## src/rtl/lfb_pkg.sv

```systemverilog
// shared types and constants of the link frame builder
package lfb_pkg;

	// command codes carried in s_axis_tuser
	localparam logic [1:0] CMD_DATA   = 2'd0;
	localparam logic [1:0] CMD_SUPV   = 2'd1;
	localparam logic [1:0] CMD_EMPTY  = 2'd2;

	// configuration register indexes
	localparam logic [1:0] CFG_FLAG   = 2'd0;
	localparam logic [1:0] CFG_ESCAPE = 2'd1;
	localparam logic [1:0] CFG_MASK   = 2'd2;

	localparam logic [7:0] FLAG_RESET   = 8'd126;
	localparam logic [7:0] ESCAPE_RESET = 8'd125;
	localparam logic [7:0] MASK_RESET   = 8'd32;

	localparam int QUEUE_DEPTH_DEF = 4;

	typedef struct packed {
		logic [7:0] flag_byte;
		logic [7:0] escape_byte;
		logic [7:0] stuff_mask;
	} cfg_t;

	// one classified request, as the back end plays it out
	typedef struct packed {
		logic       hdr;
		logic [7:0] frame_address;
		logic [7:0] frame_control;
		logic       has_data;
		logic [7:0] data_byte;
		logic       has_bcc;
		logic [7:0] bcc;
		logic       close;
	} job_t;

	typedef enum logic [3:0] {
		BK_START,
		BK_FLAG,
		BK_ADDR,
		BK_CTRL,
		BK_HCHK,
		BK_DATA,
		BK_DATA_ESC,
		BK_BCC,
		BK_BCC_ESC,
		BK_CLOSE
	} step_t;

endpackage

```

## src/rtl/lfb_front.sv

```systemverilog
// front end: accepts requests, tracks the open frame and running check, builds jobs
module lfb_front (
	input  logic        clk,
	input  logic        arst_n,
	input  logic        accept,
	input  logic [1:0]  cmd,
	input  logic [7:0]  frame_address,
	input  logic [7:0]  frame_control,
	input  logic [7:0]  data_byte,
	input  logic        first_byte,
	input  logic        last_byte,
	output logic        push,
	output lfb_pkg::job_t job
);
	import lfb_pkg::*;

	logic [7:0] running_check_q;
	logic       frame_open_q;
	logic [7:0] run_nxt;
	logic       open_nxt;
	logic       opening;
	logic [7:0] sum;

	always_comb begin
		opening  = first_byte | ~frame_open_q;
		sum      = (opening ? 8'd0 : running_check_q) ^ data_byte;
		push     = 1'b0;
		run_nxt  = running_check_q;
		open_nxt = frame_open_q;
		job.hdr           = 1'b1;
		job.frame_address = frame_address;
		job.frame_control = frame_control;
		job.has_data      = 1'b0;
		job.data_byte     = data_byte;
		job.has_bcc       = 1'b0;
		job.bcc           = 8'd0;
		job.close         = 1'b1;
		unique case (cmd)
			CMD_DATA: begin
				push         = accept;
				job.hdr      = opening;
				job.has_data = 1'b1;
				job.has_bcc  = last_byte;
				job.bcc      = sum;
				job.close    = last_byte;
				run_nxt      = last_byte ? 8'd0 : sum;
				open_nxt     = ~last_byte;
			end
			CMD_SUPV: begin
				push     = accept;
				run_nxt  = 8'd0;
				open_nxt = 1'b0;
			end
			CMD_EMPTY: begin
				push        = accept;
				job.has_bcc = 1'b1;
				run_nxt     = 8'd0;
				open_nxt    = 1'b0;
			end
			default: begin
				// unused command is dropped without effect
				push = 1'b0;
			end
		endcase
	end

	always_ff @(posedge clk or negedge arst_n) begin
		if (!arst_n) begin
			running_check_q <= 8'd0;
			frame_open_q    <= 1'b0;
		end else if (push) begin
			running_check_q <= run_nxt;
			frame_open_q    <= open_nxt;
		end
	end

endmodule

```

## src/rtl/lfb_queue.sv

```systemverilog
// small job queue between front and back end
module lfb_queue #(
	parameter int DEPTH = lfb_pkg::QUEUE_DEPTH_DEF
) (
	input  logic          clk,
	input  logic          arst_n,
	input  logic          push,
	input  lfb_pkg::job_t wr_job,
	input  logic          pop,
	output logic          full,
	output logic          head_valid,
	output lfb_pkg::job_t head_job
);
	import lfb_pkg::*;

	localparam int PW = (DEPTH > 1) ? $clog2(DEPTH) : 1;
	localparam int CW = $clog2(DEPTH + 1);

	job_t          mem_q [DEPTH];
	logic [PW-1:0] wr_ptr_q;
	logic [PW-1:0] rd_ptr_q;
	logic [CW-1:0] count_q;
	logic          do_push;
	logic          do_pop;

	assign full       = (count_q == CW'(DEPTH));
	assign head_valid = (count_q != '0);
	assign head_job   = mem_q[rd_ptr_q];
	assign do_push    = push & ~full;
	assign do_pop     = pop & head_valid;

	always_ff @(posedge clk) begin
		if (do_push) begin
			mem_q[wr_ptr_q] <= wr_job;
		end
	end

	always_ff @(posedge clk or negedge arst_n) begin
		if (!arst_n) begin
			wr_ptr_q <= '0;
			rd_ptr_q <= '0;
			count_q  <= '0;
		end else begin
			if (do_push) begin
				wr_ptr_q <= (wr_ptr_q == PW'(DEPTH - 1)) ? '0 : wr_ptr_q + 1'b1;
			end
			if (do_pop) begin
				rd_ptr_q <= (rd_ptr_q == PW'(DEPTH - 1)) ? '0 : rd_ptr_q + 1'b1;
			end
			if (do_push && !do_pop) begin
				count_q <= count_q + 1'b1;
			end else if (do_pop && !do_push) begin
				count_q <= count_q - 1'b1;
			end
		end
	end

endmodule

```

## src/rtl/lfb_back.sv

```systemverilog
// back end: plays a job out byte by byte with stuffing into the output register
module lfb_back (
	input  logic          clk,
	input  logic          arst_n,
	input  lfb_pkg::cfg_t cfg,
	input  logic          head_valid,
	input  lfb_pkg::job_t head_job,
	output logic          pop,
	output logic          m_axis_tvalid,
	input  logic          m_axis_tready,
	output logic [7:0]    m_axis_tdata,   // out_byte
	output logic          m_axis_tuser,   // end_of_frame
	output logic          m_axis_tlast    // end_of_run
);
	import lfb_pkg::*;

	step_t      step_q;
	step_t      cur_step;
	step_t      nxt_step;
	logic       advance;
	logic       data_special;
	logic       bcc_special;
	logic [7:0] byte_d;
	logic       eof_d;
	logic       out_valid_q;
	logic [7:0] out_byte_q;
	logic       out_eof_q;
	logic       out_eor_q;

	assign data_special = (head_job.data_byte == cfg.flag_byte) ||
	                      (head_job.data_byte == cfg.escape_byte);
	assign bcc_special  = (head_job.bcc == cfg.flag_byte) ||
	                      (head_job.bcc == cfg.escape_byte);
	assign advance      = head_valid & (~out_valid_q | m_axis_tready);

	// current and next step of the job at the queue head
	always_comb begin
		if (step_q != BK_START) begin
			cur_step = step_q;
		end else if (head_job.hdr) begin
			cur_step = BK_FLAG;
		end else if (head_job.has_data) begin
			cur_step = BK_DATA;
		end else if (head_job.has_bcc) begin
			cur_step = BK_BCC;
		end else begin
			cur_step = BK_CLOSE;
		end
		nxt_step = BK_START;
		unique case (cur_step)
			BK_FLAG: nxt_step = BK_ADDR;
			BK_ADDR: nxt_step = BK_CTRL;
			BK_CTRL: nxt_step = BK_HCHK;
			BK_HCHK, BK_DATA, BK_DATA_ESC: begin
				if (cur_step == BK_HCHK && head_job.has_data) begin
					nxt_step = BK_DATA;
				end else if (cur_step == BK_DATA && data_special) begin
					nxt_step = BK_DATA_ESC;
				end else if (head_job.has_bcc) begin
					nxt_step = BK_BCC;
				end else if (head_job.close) begin
					nxt_step = BK_CLOSE;
				end else begin
					nxt_step = BK_START;
				end
			end
			BK_BCC, BK_BCC_ESC: begin
				if (cur_step == BK_BCC && bcc_special) begin
					nxt_step = BK_BCC_ESC;
				end else if (head_job.close) begin
					nxt_step = BK_CLOSE;
				end else begin
					nxt_step = BK_START;
				end
			end
			BK_CLOSE: nxt_step = BK_START;
			default:  nxt_step = BK_START;
		endcase
	end

	// byte for the current step
	always_comb begin
		byte_d = cfg.flag_byte;
		eof_d  = 1'b0;
		unique case (cur_step)
			BK_FLAG:     byte_d = cfg.flag_byte;
			BK_ADDR:     byte_d = head_job.frame_address;
			BK_CTRL:     byte_d = head_job.frame_control;
			BK_HCHK:     byte_d = head_job.frame_address ^ head_job.frame_control;
			BK_DATA:     byte_d = data_special ? cfg.escape_byte : head_job.data_byte;
			BK_DATA_ESC: byte_d = head_job.data_byte ^ cfg.stuff_mask;
			BK_BCC:      byte_d = bcc_special ? cfg.escape_byte : head_job.bcc;
			BK_BCC_ESC:  byte_d = head_job.bcc ^ cfg.stuff_mask;
			BK_CLOSE: begin
				byte_d = cfg.flag_byte;
				eof_d  = 1'b1;
			end
			default:     byte_d = cfg.flag_byte;
		endcase
	end

	assign pop = advance & (nxt_step == BK_START);

	always_ff @(posedge clk or negedge arst_n) begin
		if (!arst_n) begin
			step_q      <= BK_START;
			out_valid_q <= 1'b0;
		end else begin
			if (advance) begin
				step_q      <= nxt_step;
				out_valid_q <= 1'b1;
			end else if (m_axis_tready) begin
				out_valid_q <= 1'b0;
			end
		end
	end

	always_ff @(posedge clk) begin
		if (advance) begin
			out_byte_q <= byte_d;
			out_eof_q  <= eof_d;
			out_eor_q  <= (nxt_step == BK_START);
		end
	end

	assign m_axis_tvalid = out_valid_q;
	assign m_axis_tdata  = out_byte_q;
	assign m_axis_tuser  = out_eof_q;
	assign m_axis_tlast  = out_eor_q;

endmodule

```

## src/rtl/link_frame_builder.sv

```systemverilog
// top level of the link frame builder: config registers, front, queue, back
//
// Requests enter on the s_axis stream: cmd selects a payload byte, a
// supervision frame or an empty information frame; address and control form
// the header when a frame opens. Bytes of the frame leave one per cycle on the
// m_axis stream while a job waits and the receiver is ready; tlast marks the
// last byte caused by one request and tuser marks the closing flag.
// A request is classified at once into a job for a small queue (QUEUE_DEPTH
// entries). The back end sends one byte per cycle while the receiver is
// ready: a stuffed byte as escape and masked byte, a header as flag, address,
// control and header check, a close as check (stuffed if needed) and flag.
// The first byte of a request passes through the queue and the output
// register before it is valid on m_axis. s_axis_tready drops only while the
// queue is full, so a stalled receiver backs up into the queue before it
// holds off the sender. Reset clears the queue, the output valid flag, the
// running check and the open-frame state, and loads the delimiter, escape
// and mask defaults. Configuration writes are taken whenever cfg_we is high
// and apply to bytes sent afterwards.
module link_frame_builder #(
	parameter int QUEUE_DEPTH = lfb_pkg::QUEUE_DEPTH_DEF
) (
	input  logic        clk,
	input  logic        arst_n,
	input  logic        cfg_we,
	input  logic [1:0]  cfg_index,
	input  logic [7:0]  cfg_data,
	input  logic        s_axis_tvalid,
	output logic        s_axis_tready,
	input  logic [23:0] s_axis_tdata,   // frame_address, frame_control, data_byte
	input  logic [2:0]  s_axis_tuser,   // cmd, first_byte
	input  logic        s_axis_tlast,   // last_byte
	output logic        m_axis_tvalid,
	input  logic        m_axis_tready,
	output logic [7:0]  m_axis_tdata,   // out_byte
	output logic        m_axis_tuser,   // end_of_frame
	output logic        m_axis_tlast    // end_of_run
);
	import lfb_pkg::*;

	cfg_t cfg_q;
	job_t push_job;
	job_t head_job;
	logic push;
	logic q_full;
	logic head_valid;
	logic pop;
	logic in_accept;

	always_ff @(posedge clk or negedge arst_n) begin
		if (!arst_n) begin
			cfg_q.flag_byte   <= FLAG_RESET;
			cfg_q.escape_byte <= ESCAPE_RESET;
			cfg_q.stuff_mask  <= MASK_RESET;
		end else if (cfg_we) begin
			unique case (cfg_index)
				CFG_FLAG:   cfg_q.flag_byte   <= cfg_data;
				CFG_ESCAPE: cfg_q.escape_byte <= cfg_data;
				CFG_MASK:   cfg_q.stuff_mask  <= cfg_data;
				default:    cfg_q <= cfg_q;
			endcase
		end
	end

	assign s_axis_tready = ~q_full;
	assign in_accept     = s_axis_tvalid & s_axis_tready;

	lfb_front u_front (
		.clk           (clk),
		.arst_n        (arst_n),
		.accept        (in_accept),
		.cmd           (s_axis_tuser[1:0]),
		.frame_address (s_axis_tdata[7:0]),
		.frame_control (s_axis_tdata[15:8]),
		.data_byte     (s_axis_tdata[23:16]),
		.first_byte    (s_axis_tuser[2]),
		.last_byte     (s_axis_tlast),
		.push          (push),
		.job           (push_job)
	);

	lfb_queue #(
		.DEPTH (QUEUE_DEPTH)
	) u_queue (
		.clk        (clk),
		.arst_n     (arst_n),
		.push       (push),
		.wr_job     (push_job),
		.pop        (pop),
		.full       (q_full),
		.head_valid (head_valid),
		.head_job   (head_job)
	);

	lfb_back u_back (
		.clk           (clk),
		.arst_n        (arst_n),
		.cfg           (cfg_q),
		.head_valid    (head_valid),
		.head_job      (head_job),
		.pop           (pop),
		.m_axis_tvalid (m_axis_tvalid),
		.m_axis_tready (m_axis_tready),
		.m_axis_tdata  (m_axis_tdata),
		.m_axis_tuser  (m_axis_tuser),
		.m_axis_tlast  (m_axis_tlast)
	);

	// the closing flag always ends its run
	a_close_ends_run: assert property (@(posedge clk) disable iff (!arst_n)
		m_axis_tvalid && m_axis_tuser |-> m_axis_tlast)
		else $error("closing flag not marked as end of run");

	// retiring a job leaves its final byte in the output register
	a_pop_last: assert property (@(posedge clk) disable iff (!arst_n)
		pop |=> m_axis_tvalid && m_axis_tlast)
		else $error("job retired without end-of-run byte");

	// no job is pushed into a full queue
	a_no_overflow: assert property (@(posedge clk) disable iff (!arst_n)
		push |-> !q_full)
		else $error("job pushed into full queue");

endmodule

```

## config.mk

```make
export PLATFORM = sky130hd
export DESIGN_NAME = link_frame_builder
export DESIGN_NICKNAME = d
export VERILOG_FILES = /design/src/rtl/lfb_pkg.sv /design/src/rtl/lfb_front.sv /design/src/rtl/lfb_queue.sv /design/src/rtl/lfb_back.sv /design/src/rtl/link_frame_builder.sv
export SDC_FILE = /design/constraint.sdc
export NUM_CORES = 1
export LEC_CHECK = 0
export BUFFER_PORTS_ARGS = -buffer_cell sky130_fd_sc_hd__buf_2
export CAP_MARGIN = 20
export CORE_UTILIZATION = 45
export DETAILED_ROUTE_END_ITERATION = 7
export SLEW_MARGIN = 20
export SYNTH_ARGS = -nofsm -noshare
export SYNTH_HDL_FRONTEND = slang
export SYNTH_SLANG_ARGS = --single-unit
```

## constraint.sdc

```tcl
create_clock -name clk -period 5.2 [get_ports clk]
set_input_delay 1.04 -clock clk [delete_from_list [all_inputs] [get_ports clk]]
set_output_delay 1.04 -clock clk [all_outputs]
set_load 0.005 [all_outputs]
```

== After elaboration in Yosys (flattened, before gate mapping) ==
Memories as Yosys holds them, arrays and structs flattened.
Cells that the tools add are included.

* Order comparisons: 0
* Reductions and logical operators: 25
* Equal/unequal tests: 20
* Shift operators: 0
* Divide/modulo/power cells: 0
* Multiply operators: 0
* Bitwise gates (word level): 15
* Muxes and demuxes: 31
* Add/subtract/negate cells: 4

{| class="wikitable"
|+ Operator list
! cell !! count
|-
| 8-bit one-hot mux with 7 select lines || 1
|-
| 4-bit 2-to-1 mux || 9
|-
| 8-bit equality test || 4
|-
| 8-bit 2-to-1 mux || 4
|-
| 8-bit bitwise XOR || 4
|-
| 4-bit one-hot mux with 5 select lines || 1
|-
| 4-bit by 3-bit equality test with 1-bit output, second input constant || 4
|-
| 8-bit one-hot mux with 2 select lines || 1
|-
| 9-bit 2-to-1 mux || 1
|-
| 2-bit equality test, second input constant || 4
|-
| 4-bit by 2-bit equality test with 1-bit output, second input constant || 2
|-
| 4-bit equality test, second input constant || 2
|-
| 1-bit 2-to-1 mux || 8
|-
| 2-bit AND reduction || 4
|-
| 3-bit 2-to-1 mux || 2
|-
| 2-bit nonzero test || 3
|-
| 3-bit OR reduction || 2
|-
| 1-bit bitwise AND || 5
|-
| 1-bit logical AND || 5
|-
| 2-bit by 1-bit adder with 2-bit output, second input constant || 2
|-
| 2-bit by 1-bit equality test with 1-bit output, second input constant || 2
|-
| 4-bit by 1-bit equality test with 1-bit output, second input constant || 1
|-
| 2-bit logical NOT || 2
|-
| 4-bit logical NOT || 1
|-
| 12 further kinds || 21
|}

* Memory bits (writable): 144
* Bits in read-only memories: 0
* Memories kept: 1
* Bits in registers: 55
* Input bits: 43
* Word-level logic and storage cells: 109
* Bits in latches: 0

{| class="wikitable"
|+ Memory list
! memory !! words !! width !! rd ports !! clocked after Yosys merged registers in !! wr ports !! RTL line !! text
|-
| u_queue.mem_q || 4 || 36 || 1 || 0 || 1 || lfb_queue.sv:19 || <nowiki>job_t mem_q [DEPTH];</nowiki>
|}

== Depth between registers and ports, before layout ==
An unclocked memory read counts as a cell.

* Word-level depth: 16
* Depth in mapped cells: 15
* Mapped depth without buffers: 13

== Cells and area by module ==
Synthesis repeated with hierarchy kept, for this count alone.

* Cell total of the unflattened synthesis: 587
* Area, all modules: 9389.0 um^2

{| class="wikitable"
|+ Modules (own cells, without submodules)
! module !! area an instance (um^2) !! times used !! seq. area each (um^2) !! cells each
|-
| lfb_queue || 5649.2 || 1 || 4499.3 || 225
|-
| lfb_back || 1893.1 || 1 || 425.4 || 217
|-
| link_frame_builder || 938.4 || 1 || 616.8 || 53
|-
| lfb_front || 908.4 || 1 || 225.2 || 92
|}

== Least setup slack after synthesis ==
OpenSTA, ideal clock, no wires.

* Path kind: register to register
* From: reg u_queue.rd_ptr_q[0]
* To: reg u_queue.count_q[1]
* Period minus slack after synthesis: 3.684 ns
* Data arrival time: 3.559 ns
* Path slack: 1.516 ns
* Cell stages (with the launch flop): 14
* Library setup time: 0.125 ns
* Path buffers: 2
* Cell sequence: dfrtp_1 -> buf_6 -> mux4_2 -> xnor2_1 -> nand4_1 -> o22ai_1 -> buf_6 -> and2b_4 -> o32ai_1 -> or4b_4 -> ha_1 -> inv_1 -> fa_1 -> mux2_2

* Cells in the longest elaborated chain, start to end: 16
* Elaborated cells on any way between the ends: 38

{| class="wikitable"
|+ RTL lines
! item !! RTL line !! text
|-
| start, declared || lfb_queue.sv:21 || <nowiki>logic [PW-1:0] rd_ptr_q;</nowiki>
|-
| start signal, assigned || lfb_queue.sv:48 || <nowiki>rd_ptr_q <= (rd_ptr_q == PW'(DEPTH - 1)) ? '0 : rd_ptr_q + 1'b1;</nowiki>
|-
| memory 4 x 36 bit * || - ||
|-
| 4-bit 2-to-1 mux || lfb_back.sv:44 || <nowiki>end else if (head_job.has_bcc) begin</nowiki>
|-
| 4-bit 2-to-1 mux || lfb_back.sv:42 || <nowiki>end else if (head_job.has_data) begin</nowiki>
|-
| 4-bit 2-to-1 mux || lfb_back.sv:40 || <nowiki>end else if (head_job.hdr) begin</nowiki>
|-
| 4-bit 2-to-1 mux || lfb_back.sv:38 || <nowiki>if (step_q != BK_START) begin</nowiki>
|-
| 4-bit by 3-bit equality test with 1-bit output || lfb_back.sv:50, lfb_back.sv:57 ||
|-
| 1-bit logical AND || lfb_back.sv:57 || <nowiki>end else if (cur_step == BK_DATA && data_special) begin</nowiki>
|-
| 4-bit 2-to-1 mux || lfb_back.sv:57 ||
|-
| 4-bit 2-to-1 mux || lfb_back.sv:55 || <nowiki>if (cur_step == BK_HCHK && head_job.has_data) begin</nowiki>
|-
| 4-bit one-hot mux with 5 select lines * || lfb_back.sv:50 || <nowiki>unique case (cur_step)</nowiki>
|-
| 4-bit logical NOT * || lfb_back.sv:102 || <nowiki>assign pop = advance & (nxt_step == BK_START);</nowiki>
|-
| 1-bit bitwise AND * || lfb_back.sv:102 ||
|-
| 1-bit bitwise AND * || lfb_queue.sv:30 || <nowiki>assign do_pop = pop & head_valid;</nowiki>
|-
| 1-bit logical NOT || lfb_queue.sv:50 || <nowiki>if (do_push && !do_pop) begin</nowiki>
|-
| 1-bit logical AND || lfb_queue.sv:50 ||
|-
| 3-bit 2-to-1 mux / 2-bit nonzero test (equally long branches) || - ||
|-
| end signal, assigned || lfb_queue.sv:51 || <nowiki>count_q <= count_q + 1'b1;</nowiki>
|-
| end signal, assigned || lfb_queue.sv:53 || <nowiki>count_q <= count_q - 1'b1;</nowiki>
|-
| end, declared || lfb_queue.sv:22 || <nowiki>logic [CW-1:0] count_q;</nowiki>
|}

Mark *: on every way between the ends. The rest lies on a longest branch, timed or not.
A chain may end at the register's enable or synchronous reset.

== Worst setup path in the final report ==
Same ends and word-level chain as after synthesis.

==> results by group <==
Status
  – Run status: finished clean

Timing
  – RSZ-0062 raised after global routing: no
  – Final hold violations: 0
  – Max-slew violations: 0
  – Fin crit share: 0.829
  – Hold Worst Slack: 0.482 ns
  – Clk_skew: 0.0122 ns
  – Setup TNS: 0 ns
  – Final setup viols: 0
  – Highest Clock Rate: 232 MHz
  – Setup ws final: 0.892 ns
  – Slew HR: 0.475
  – Tightest Pin Transition: 0.783 ns
  – Tmin final: 4.31 ns

Setup path
  – Critical Path AT: 4.62 ns
  – Critical Path RT: 5.51 ns
  – Kind of critical path: flip-flop to flip-flop
  – Cell family with the largest share of critical-path delay: simple AND/OR/NAND/NOR gates
  – Setup crit end kind: flip-flop
  – R2r startpoint: u_queue.rd_ptr_q[0]
  – CP max FO: 17
  – CP max stage cell: dfrtp_2
  – Reg2reg end: u_queue.count_q[1]
  – Startpoint types: flip-flop
  – R2r setup slk: 0.89 ns
  – Worst r2r path cells: 11
  – Crit path buf inv count: 2
  – Worst path max stage delay: 0.71 ns
  – Worst-path cell chain: buf_4, mux4_1, nand2_1, nand3_2, and2b_4, o32ai_2, or4b_4, ha_1, inv_1, fa_1, mux2_2

Placed design
  – Post-DP HPWL: roughly 13,000 um
  – DP Cell Count: 905
  – Global placer's final weighted congestion: slightly above 0.9
  – DP Worst Slack: about 0.80 ns
  – IO Port Bufs: 54

Min path
  – Worst min-delay path startpoint: u_front.frame_open_q
  – Hold Path Cell Cnt: 2
  – Worst Hold Class: flip-flop to flip-flop
  – Hold EP: u_front.frame_open_q

Clock tree
  – Clock latency on the worst-skew pair: 0.43 ns
  – CTS max path bufs: 2
  – H-Tree Depth: 4
  – Clk sink count: 199
  – Total CTS buffers: 17
  – TritonCTS clock tree: yes
  – Setup Buffers After CTS: 0
  – Reg clk slew, reported paths: approximately 0.07 ns
  – Post-CTS Hold Fix Bufs: 0
  – Post-cts gate resize count: 0
  – Root Driver: clkbuf_16

Synthesis
  – Seq/Total Area, Yosys: 0.631
  – Ys async rst share: 0.226
  – Post-synth EDFFs: 154
  – Largest area contributor in the netlist: edfxtp_1
  – Syn_nets: 644
  – Flops & latches, synth: 199
  – Commonest register cell after synthesis: edfxtp_1
  – Synth unique cells: 53
  – Gate Count Post-Synth: 591
  – Yosys warns: 0
  – Post-synth top area share: 0.506
  – Mapped Area: 0.00914 mm^2
  – Mapped Avg Cell Area: 15.5 um^2
  – Ranking of synthesized cells by area: edfxtp_1 (51%), dfrtp_1 (8.8%), mux4_2 (8.4%)

Pwr
  – Switching portion of total power: 0.342
  – Leak: 3.61 nW
  – Sw power: between 2 and 2.5 mW
  – Part of the power in registers: 0.394
  – Combinational fraction of design power: 0.372
  – Internal Power: slightly below 4 mW
  – Max IR drop VDD: 0.360 mV
  – Clock power frac: 0.234
  – Cell Pwr Density: 566 mW/mm^2

Drt
  – DRC viols: 0
  – Drt first pass iters: 6
  – Via count: 5,228
  – Antenna-violating nets left: 0
  – Final WL: 19,300 um
  – Number of DRC markers in iteration 0: 410
  – WL per Instance: 20.6 um
  – Via density: 5.58

GRT
  – Gr ovfl total: 0
  – First-pass GRT wire length: 29,900 um
  – Pin count of the biggest net entering global routing: 46
  – GRT Util Overall: 0.198
  – Initial antenna violation count: 0
  – Number of global-route vias before repair: between 5,000 and 6,000

Final layout
  – Final Non-Filler Cells: roughly 940
  – Area Growth Syn to Fin: 13.5%
  – Layout cells sized above 1: 0.292
  – Fin util: 0.528
  – Nets@finish: 712
  – Commonest non-fill, non-tap cell in the layout: edfxtp_1
  – ANT cells: 0
  – Most frequent cells in the layout: edfxtp_1 (154), xnor2_1 (56), buf_2 (54)

Die
  – Die span in x: 145 um
  – Row Count: 51
  – Die Y: 145 um
  – Core ar.: 0.0197 mm^2
  – Die area: 0.0209 mm^2
  – I/O Pins: 55
  – Initial core utilization: 0.465

Run
  – Max_cap viols: 0
[per-stage QoR]
step | total power [mW] | instance area, um^2
2_1_floorplan | 3.88 | 9140
3_3_place_gp | 4.50 | 9760
3_5_place_dp | 4.54 | 9760
4_1_cts | 5.91 | 10400
5_1_grt | 6.17 | 10400
6_report | 5.87 | 10400
[area by class of cell]
cell class	instances	area, um^2
clock inverter	13	169
sequential	199	5770
inverter	9	33.8
tap	265	332
timing repair buffer	69	383
clock buffer	19	443
fill	1686	9280
multi-input combinational	363	3250
[worst register-to-register path: cells and delay by family, from the launching register on]
kind	cells	cell delay (ns)
adders and majority gates	2	0.67
AOI/OAI and AO/OA	1	0.11
muxes	2	0.92
and+or+nand+nor	4	1.29
DFF	1	0.71
buffers and inverters	2	0.51
[power by group through the flow]
| stage | Sequential [mW] | Clock [mW] | Combinational, mW |
|---|---|---|---|
| 3_5_place_dp | 2.34 | 0 | 2.19 |
| 5_1_grt | 2.35 | 1.45 | 2.37 |
| 6_report | 2.31 | 1.37 | 2.18 |
| 2_1_floorplan | 2.24 | 0 | 1.64 |
| 4_1_cts | 2.31 | 1.40 | 2.20 |
| 3_3_place_gp | 2.34 | 0 | 2.17 |
[how the worst max path moves through the flow]
stage,cells after the start,endpoint,start,slack [ns]
CTS,11,u_queue.count_q[1],u_queue.rd_ptr_q[0],0.82
detailed placement,11,u_queue.count_q[1],u_queue.rd_ptr_q[0],0.80
global route,11,u_queue.count_q[1],u_queue.rd_ptr_q[0],0.59
global placement,11,u_queue.count_q[1],u_queue.rd_ptr_q[0],0.87
finish,11,u_queue.count_q[1],u_queue.rd_ptr_q[0],0.89
floorplan,13,u_queue.count_q[1],u_queue.rd_ptr_q[0],1.52
[synthesized netlist by cell type (2+ instances only)]
| cell | count |
|---|---|
| nand4_1 | 8 |
| a31oi_1 | 7 |
| nand3b_1 | 3 |
| o21ai_0 | 14 |
| a21o_1 | 3 |
| ha_1 | 9 |
| a22oi_1 | 11 |
| buf_6 | 2 |
| nand2_1 | 40 |
| mux2i_1 | 17 |
| a21oi_1 | 13 |
| dfstp_2 | 13 |
| edfxtp_1 | 154 |
| and3_1 | 2 |
| a22o_1 | 8 |
| mux4_1 | 3 |
| buf_4 | 2 |
| nand2b_1 | 2 |
| mux4_2 | 34 |
| clkbuf_1 | 12 |
| and2_1 | 12 |
| mux2_4 | 2 |
| o221a_2 | 3 |
| nor2_1 | 37 |
| o211ai_1 | 2 |
| o22ai_1 | 4 |
| a211oi_1 | 3 |
| buf_2 | 3 |
| xnor2_1 | 56 |
| nor3_1 | 6 |
| xor2_1 | 10 |
| dfrtp_1 | 32 |
| nor3b_1 | 2 |
| nand3_1 | 3 |
| inv_1 | 8 |
| mux2_2 | 34 |
[cell families after synthesis]
family / Yosys count / share of synthesized area
AO/OA/AOI/OAI: 74 / 0.0556
XOR/XNOR: 66 / 0.0632
adder cells (fa/ha/maj): 10 / 0.0145
buffers and inverters: 29 / 0.0148
flip-flops: 199 / 0.631
multiplexers: 90 / 0.156
AND/OR/NAND/NOR: 123 / 0.0647
[per-layer routing]
metal,wire length [um],track usage
met5,0,0
met3,617,0.0354
met1,9120,0.275
met4,293,0.0654
met2,9240,0.317
[flip-flops by register name, summed over array words and instances, names as in the netlist]
signal and count:
u_queue.mem_q 144, cfg_q 24, u_back.m_axis_tdata 8, u_front.running_check_q 8
u_back.step_q 4, u_queue.count_q 3, u_queue.rd_ptr_q 2, u_queue.wr_ptr_q 2
u_back.m_axis_tlast 1, u_back.m_axis_tuser 1, u_back.m_axis_tvalid 1, u_front.frame_open_q 1
Power figures use the tool's default switching activity.
